$ cat src/rtl/art_pkg.sv
// ----------------------------------------------------------------------------
// art_pkg
// Shared types and constants of the address resolution table: table depth,
// field widths, status codes and the request and response records.
// ----------------------------------------------------------------------------
package art_pkg;

    // table depth and derived widths
    localparam int ENTRIES = 16;
    localparam int POS_W   = (ENTRIES > 1) ? $clog2(ENTRIES) : 1;
    localparam int CNT_W   = $clog2(ENTRIES + 1);

    // field widths
    localparam int IP_W     = 32;
    localparam int MAC_W    = 48;
    localparam int INDEX_W  = 4;
    localparam int STATUS_W = 3;

    // packed stream widths, rounded up to whole bytes
    localparam int IN_BITS  = 1 + IP_W + MAC_W;
    localparam int OUT_BITS = STATUS_W + INDEX_W + MAC_W;
    localparam int IN_W     = ((IN_BITS + 7) / 8) * 8;
    localparam int OUT_W    = ((OUT_BITS + 7) / 8) * 8;

    // request kinds
    localparam logic OP_LEARN  = 1'b0;
    localparam logic OP_LOOKUP = 1'b1;

    // result status codes
    typedef enum logic [STATUS_W-1:0] {
        ST_UPDATED = 3'd0,
        ST_ADDED   = 3'd1,
        ST_FULL    = 3'd2,
        ST_HIT     = 3'd3,
        ST_MISS    = 3'd4
    } status_t;

    // one request beat
    typedef struct packed {
        logic [MAC_W-1:0] mac_address;
        logic [IP_W-1:0]  ip_address;
        logic             opcode;
    } req_t;

    // one response beat
    typedef struct packed {
        logic [MAC_W-1:0]   found_mac;
        logic [INDEX_W-1:0] entry_index;
        status_t            status;
    } resp_t;

endpackage

$ cat src/rtl/art_core.sv
// ----------------------------------------------------------------------------
// art_core
// Table engine: holds the address and hardware address memories, scans the
// filled entries one per cycle, then updates, appends or reads back.
// ----------------------------------------------------------------------------
module art_core
(
    input  logic          clk,
    input  logic          rst_n,
    input  art_pkg::req_t req,
    input  logic          req_valid,
    output logic          req_ready,
    output art_pkg::resp_t resp,
    output logic          resp_valid,
    input  logic          resp_ready
);
    import art_pkg::*;

    typedef enum logic [1:0] {
        S_IDLE,
        S_SCAN,
        S_MAC,
        S_RESP
    } state_t;

    // memories
    logic [IP_W-1:0]  ip_mem  [ENTRIES];
    logic [MAC_W-1:0] mac_mem [ENTRIES];

    // registers
    state_t           state_reg,     state_next;
    req_t             req_reg,       req_next;
    logic [CNT_W-1:0] fill_reg,      fill_next;
    logic [CNT_W-1:0] rd_ptr_reg,    rd_ptr_next;
    logic             cmp_valid_reg, cmp_valid_next;
    logic [POS_W-1:0] cmp_ptr_reg,   cmp_ptr_next;
    resp_t            resp_reg,      resp_next;
    logic [IP_W-1:0]  ip_q_reg;
    logic [MAC_W-1:0] mac_q_reg;

    // memory port controls
    logic             ip_we;
    logic             mac_we;
    logic [POS_W-1:0] wr_addr;
    logic [POS_W-1:0] rd_addr;

    logic match;
    logic more;
    logic full;

    assign rd_addr = rd_ptr_reg[POS_W-1:0];
    assign match   = cmp_valid_reg && (ip_q_reg == req_reg.ip_address);
    assign more    = rd_ptr_reg < fill_reg;
    assign full    = fill_reg == CNT_W'(ENTRIES);

    assign req_ready  = state_reg == S_IDLE;
    assign resp_valid = state_reg == S_RESP;
    assign resp       = resp_reg;

    // sequencer
    always_comb
    begin
        state_next     = state_reg;
        req_next       = req_reg;
        fill_next      = fill_reg;
        rd_ptr_next    = rd_ptr_reg;
        cmp_valid_next = cmp_valid_reg;
        cmp_ptr_next   = cmp_ptr_reg;
        resp_next      = resp_reg;
        ip_we          = 1'b0;
        mac_we         = 1'b0;
        wr_addr        = cmp_ptr_reg;

        case (state_reg)
            S_IDLE:
            begin
                if (req_valid)
                begin
                    req_next       = req;
                    rd_ptr_next    = '0;
                    cmp_valid_next = 1'b0;
                    state_next     = S_SCAN;
                end
            end

            S_SCAN:
            begin
                if (match)
                begin
                    // first matching entry wins
                    cmp_valid_next = 1'b0;
                    if (req_reg.opcode == OP_LEARN)
                    begin
                        mac_we     = 1'b1;
                        resp_next  = '{found_mac: '0,
                                      entry_index: INDEX_W'(cmp_ptr_reg),
                                      status: ST_UPDATED};
                        state_next = S_RESP;
                    end
                    else
                    begin
                        state_next = S_MAC;
                    end
                end
                else if (more)
                begin
                    // issue the next entry read, compare it next cycle
                    cmp_valid_next = 1'b1;
                    cmp_ptr_next   = rd_addr;
                    rd_ptr_next    = rd_ptr_reg + 1'b1;
                end
                else
                begin
                    // every filled entry checked without a match
                    cmp_valid_next = 1'b0;
                    state_next     = S_RESP;
                    if (req_reg.opcode == OP_LOOKUP)
                    begin
                        resp_next = '{found_mac: '0, entry_index: '0, status: ST_MISS};
                    end
                    else if (full)
                    begin
                        resp_next = '{found_mac: '0, entry_index: '0, status: ST_FULL};
                    end
                    else
                    begin
                        ip_we     = 1'b1;
                        mac_we    = 1'b1;
                        wr_addr   = fill_reg[POS_W-1:0];
                        fill_next = fill_reg + 1'b1;
                        resp_next = '{found_mac: '0,
                                      entry_index: INDEX_W'(fill_reg[POS_W-1:0]),
                                      status: ST_ADDED};
                    end
                end
            end

            S_MAC:
            begin
                // hardware address of the hit entry is now in the read register
                resp_next  = '{found_mac: mac_q_reg,
                              entry_index: INDEX_W'(cmp_ptr_reg),
                              status: ST_HIT};
                state_next = S_RESP;
            end

            S_RESP:
            begin
                if (resp_ready)
                begin
                    state_next = S_IDLE;
                end
            end

            default:
            begin
                state_next = S_IDLE;
            end
        endcase
    end

    // control state
    always_ff @(posedge clk or negedge rst_n)
    begin
        if (!rst_n)
        begin
            state_reg     <= S_IDLE;
            fill_reg      <= '0;
            rd_ptr_reg    <= '0;
            cmp_valid_reg <= 1'b0;
        end
        else
        begin
            state_reg     <= state_next;
            fill_reg      <= fill_next;
            rd_ptr_reg    <= rd_ptr_next;
            cmp_valid_reg <= cmp_valid_next;
        end
    end

    // payload registers
    always_ff @(posedge clk)
    begin
        req_reg     <= req_next;
        cmp_ptr_reg <= cmp_ptr_next;
        resp_reg    <= resp_next;
    end

    // address memory, one write and one registered read
    always_ff @(posedge clk)
    begin
        if (ip_we)
        begin
            ip_mem[wr_addr] <= req_reg.ip_address;
        end
        ip_q_reg <= ip_mem[rd_addr];
    end

    // hardware address memory, read at the last compared entry
    always_ff @(posedge clk)
    begin
        if (mac_we)
        begin
            mac_mem[wr_addr] <= req_reg.mac_address;
        end
        mac_q_reg <= mac_mem[cmp_ptr_reg];
    end

endmodule

$ cat src/rtl/address_resolution_table.sv
// ----------------------------------------------------------------------------
// address_resolution_table
// Cache of IPv4 to hardware address pairs with learn and lookup requests.
// ----------------------------------------------------------------------------
// Usage:
//   Requests enter on the s_axis channel, one beat per request: a learn
//   stores or refreshes a pair, a lookup returns the stored hardware address.
//   Every request gives exactly one response beat on the m_axis channel,
//   in request order, with a status, the table position and the address.
//   Entries fill in order from position 0; a learn of a new address into a
//   full table is dropped and reported with the full status.
// Timing:
//   The filled entries are scanned one per cycle through the registered read
//   port of the address memory. The engine takes the next request as soon
//   as the response is in the output register. One request waits in the
//   input buffer while the engine works.
// Reset and stall:
//   Reset empties the table (fill count zero) and drops any pending beat.
//   While m_axis_tready is low the response holds in the output register,
//   the engine waits with the next response and then backpressures input.
// ----------------------------------------------------------------------------
module address_resolution_table
(
    input  logic                      clk,
    input  logic                      rst_n,
    // opcode [0], ip_address [32:1], mac_address [80:33], zero fill above
    input  logic [art_pkg::IN_W-1:0]  s_axis_tdata,
    input  logic                      s_axis_tvalid,
    output logic                      s_axis_tready,
    // status [2:0], entry_index [6:3], found_mac [54:7], zero fill above
    output logic [art_pkg::OUT_W-1:0] m_axis_tdata,
    output logic                      m_axis_tvalid,
    input  logic                      m_axis_tready
);
    import art_pkg::*;

    logic  in_valid_reg;
    req_t  in_data_reg;
    logic  core_ready;
    resp_t core_resp;
    logic  core_resp_valid;
    logic  core_resp_ready;
    logic  out_valid_reg;
    resp_t out_data_reg;

    // input buffer
    assign s_axis_tready = !in_valid_reg;

    always_ff @(posedge clk or negedge rst_n)
    begin
        if (!rst_n)
        begin
            in_valid_reg <= 1'b0;
        end
        else if (s_axis_tvalid && s_axis_tready)
        begin
            in_valid_reg <= 1'b1;
        end
        else if (core_ready)
        begin
            in_valid_reg <= 1'b0;
        end
    end

    always_ff @(posedge clk)
    begin
        if (s_axis_tvalid && s_axis_tready)
        begin
            in_data_reg <= s_axis_tdata[IN_BITS-1:0];
        end
    end

    art_core u_core
    (
        .clk        (clk),
        .rst_n      (rst_n),
        .req        (in_data_reg),
        .req_valid  (in_valid_reg),
        .req_ready  (core_ready),
        .resp       (core_resp),
        .resp_valid (core_resp_valid),
        .resp_ready (core_resp_ready)
    );

    // output register
    assign core_resp_ready = !out_valid_reg || m_axis_tready;

    always_ff @(posedge clk or negedge rst_n)
    begin
        if (!rst_n)
        begin
            out_valid_reg <= 1'b0;
        end
        else if (core_resp_ready)
        begin
            out_valid_reg <= core_resp_valid;
        end
    end

    always_ff @(posedge clk)
    begin
        if (core_resp_ready && core_resp_valid)
        begin
            out_data_reg <= core_resp;
        end
    end

    assign m_axis_tvalid = out_valid_reg;
    assign m_axis_tdata  = OUT_W'(out_data_reg);

endmodule
$ cat config.mk
export PLATFORM = sky130hd
export DESIGN_NAME = address_resolution_table
export DESIGN_NICKNAME = d
export VERILOG_FILES = /design/src/rtl/art_pkg.sv /design/src/rtl/art_core.sv /design/src/rtl/address_resolution_table.sv
export SDC_FILE = /design/constraint.sdc
export NUM_CORES = 1
export LEC_CHECK = 0
export BUFFER_PORTS_ARGS = -buffer_cell sky130_fd_sc_hd__buf_2
export CAP_MARGIN = 15
export CORE_AREA = 5 5 353 320
export CTS_CLUSTER_SIZE = 14
export DETAILED_ROUTE_END_ITERATION = 12
export DIE_AREA = 0 0 358 325
export GPL_ROUTABILITY_DRIVEN = 0
export PLACE_DENSITY = 0.81
export SLEW_MARGIN = 5
export SYNTH_ARGS = -nofsm -noshare
export SYNTH_HDL_FRONTEND = slang
export SYNTH_HIERARCHICAL = 1
export SYNTH_SLANG_ARGS = --single-unit
$ cat constraint.sdc
create_clock -name clk -period 6.1 [get_ports clk]
set_input_delay 0.61 -clock clk [delete_from_list [all_inputs] [get_ports clk]]
set_output_delay 0.61 -clock clk [all_outputs]
set_load 0.005 [all_outputs]
==> results.md <==
* Register cell area after layout at about 50000 µm²
* Starting Density at between 50 and 60%
* Final worst-path setup slack at 1.49 ns
* Final Critical Period at 4.61 ns
* Post-CTS Repair Setup Buffers at 0
* Worst skew pair latency at 0.79 ns
* Final worst path period share at 75.6%
* GR peak layer: met2
* Setup TNS at 0 ns
* Clk slew on worst S/H paths at 0.06 ns
* Max FO, Critical Path at 39
* Dominant cell type by area after synthesis: edfxtp_1
* Met2 usage at 40.0%
* Drt pass-1 iters at 5
* Crit Path Category: reg -> reg
* Area delta synth->final at 14.0%
* Slew headroom at roughly 7.5%
* Synth Register Bits at between 1500 and 2000
* First-pass GRT wire length at 202 mm
* Clk_skew at just over 0.06 ns
* Vias per inst at between 6 and 7
* Setup slack at placement at 1.60 ns
* Post-synth EDFFs at 1556
* Pwr Density at 447 nW/µm²
* Status: finished, final reports clean
* Gr usage total at 24.0%
* Vias in the first global route at 30156
* Cts repair resizes at 0
* Initial antenna violation count at 2
* Area of the core region at 109000 µm²
* TritonCTS clock tree: built
* Grt met3 use at 5.65%
* Die height at between 300 and 400 µm
* Largest reg by FF count: u_core/mac_mem
* Share of cells above drive strength 1 at 25.3%
* Syn Inst Count at 2706
* YS warnings at 6
* Fmax at 217 MHz
* Max reg flops at 768
* Die width at 358 µm
* Reg2reg start: u_core/rd_ptr_reg[0]
* Bufs on Longest Clock Path at 3
* Ys flop type: edfxtp_1
* Slew Limit Fails at 0
* Hold Crit Start: s_axis_tdata[0]
* Placed cells at 4235
* Mapped Area at 60500 µm²
* Final setup fails at 0
* Number of I/O port buffers at 141
* Clk root buf: clkbuf_16
* Finished Layout Cells at 4593
* CTS Buf Count at roughly 150
* Critical Path RT at 6.52 ns
* Filler cells at 6883
* Congestion Overflow GR at 0
* Worst slew pin tran at 1.39 ns
* Static Leak at 22.0 nW
* Std cell rows at ~120
* Largest net degree at the start of global routing at 200
* Worst hold path class: in -> reg
* Hold Buf Count CTS at 71
* Critical path arrival at between 5 and 6 ns
* Io pins at 150
* Peak supply drop at 502 µV
* Drt total wl at 138 mm
* Post-synth top area share at 77.3%
* Die ar. at 116000 µm²
* Post-synth net total at approximately 2800
* Biggest registers after layout: u_core/mac_mem x768, u_core/ip_mem x512
* Via count at between 20000 and 30000
* Wire per inst at 30.0 µm
* CP startpoint kind: flip-flop
* TritonCTS Sinks at 1651
* Async SR Flop Fraction at 0.909%
* H-tree depth at 4
* Netlist cell types at 54
* Antenna viol nets, final at 0
* Drt drc at 0
* Max Cap Violations at 0
* Post-synthesis sequential area ratio at between 80% and 90%
* Drt initial violations at around 4200
* Endpoints failing hold at 0
* Crit path launch: u_core/rd_ptr_reg[0]
* Crit end category: flip-flop
* Multi-input logic area at 11500 µm²
* Dpl hpwl at around 67 mm
* Synthesized area per cell at 22.3 µm²
* Synth area leaders: edfxtp_1 77%, mux4_2 11%, dfxtp_1 2.6%, mux2i_1 1.8%, dfrtp_1 0.62%
* Met1 usage at 31.6%
* Fin nets at 3103
* RSZ-0062 raised after global routing: no
[cells in the final DEF, fill, tap and decap left out, types with 48 or more instances in the layout]
| master | instances |
|---|---|
| edfxtp_1 | 1556 |
| mux4_2 | 304 |
| clkbuf_16 | 157 |
| buf_2 | 141 |
| mux2i_1 | 111 |
| dfxtp_1 | 80 |
| nand2_1 | 72 |
| dlygate4sd3_1 | 71 |
| o21ai_0 | 66 |
| and2_1 | 53 |
| buf_4 | 51 |
| clkbuf_1 | 48 |
[cell families (layout without fill, tap and decap cells)]
logic type      count (synthesis)  count (layout)  synth area share [%]
fa+ha+maj                      11              11                 0.228
xor+xnor                       35              35                 0.507
buf+inv                       140             562                 0.950
flops                        1651            1651                  80.6
mux                           441             441                  13.6
compound gates                211             211                  2.23
simple gates                  216             216                  1.88
other cells                     1               4               0.00620
[worst max-delay path: stages, from the launching register on]
cell	delay, ns
dfrtp_4	0.85
nand2b_1	0.21
a211oi_1	0.10
o31a_1	0.50
nor3_1	0.41
nand4_1	0.83
nor2_4	0.85
buf_4	0.49
[Yosys cell counts (7+ instances only)]
cell type     n
a21oi_1      50
a221oi_1     32
a22oi_1      32
and2_1       55
buf_1        15
buf_2        30
clkbuf_1     82
dfrtp_1      15
dfxtp_1      80
edfxtp_1   1556
ha_1         11
inv_1         9
mux2_2       26
mux2i_1     111
mux4_2      304
nand2_1      72
nand4_1      14
nor2_1       21
nor2b_1       7
nor3_1       10
o211ai_1      7
o21ai_0      67
xnor2_1      34
[metal layers]
metal / vias to the layer above / part of all wire, %
li1: 11798 / -
met1: 15005 / 36
met2: 1744 / 51
met3: 280 / 10
met4: 0 / 3.0
met5: - / 0
[metrics by stage]
step / hold slack [ns] / power (W) / instance area (µm²) / util (%)
floorplan: 0.314 / 0.0194 / 60500 / -
global placement: 0.401 / 0.0212 / 63300 / 58.2
detailed placement: 0.405 / 0.0215 / 63300 / 58.2
CTS: 0.000720 / 0.0310 / 68900 / 63.4
global route: 0.0221 / 0.0320 / 68900 / 63.4
finish: 0.0428 / 0.0308 / 68900 / 63.4
[power breakdown]
part,switching [W],internal [W]
registers,0.00100,0.0143
clock network,0.00412,0.00526
logic,0.00338,0.00276
total,0.00850,0.0223
[worst paths after layout]
check                                       end  slack [ns]  cells after the start
min in group asynchronous         m_axis_tvalid        0.35                      2
setup reg to reg            u_core/ip_mem[9][2]        1.49                      7
max in group asynchronous  u_core/rd_ptr_reg[0]        5.35                      2
hold reg to reg                m_axis_tdata[13]        0.41                      0
hold / removal                   in_data_reg[0]        0.04                      1
setup / recovery            u_core/ip_mem[9][2]        1.49                      7
[final cells by class]
class | instances | share of cell area (%)
Inverter | 10 | 0.0545
Sequential cell | 1651 | 70.7
Tap cell | 1462 | 2.65
Clock buffer | 216 | 6.18
Multi-Input combinational cell | 915 | 16.7
Clock inverter | 68 | 0.964
Timing Repair Buffer | 268 | 2.76
Antenna cell | 3 | 0.0109
No activity file was read; power rests on OpenSTA's default activity.
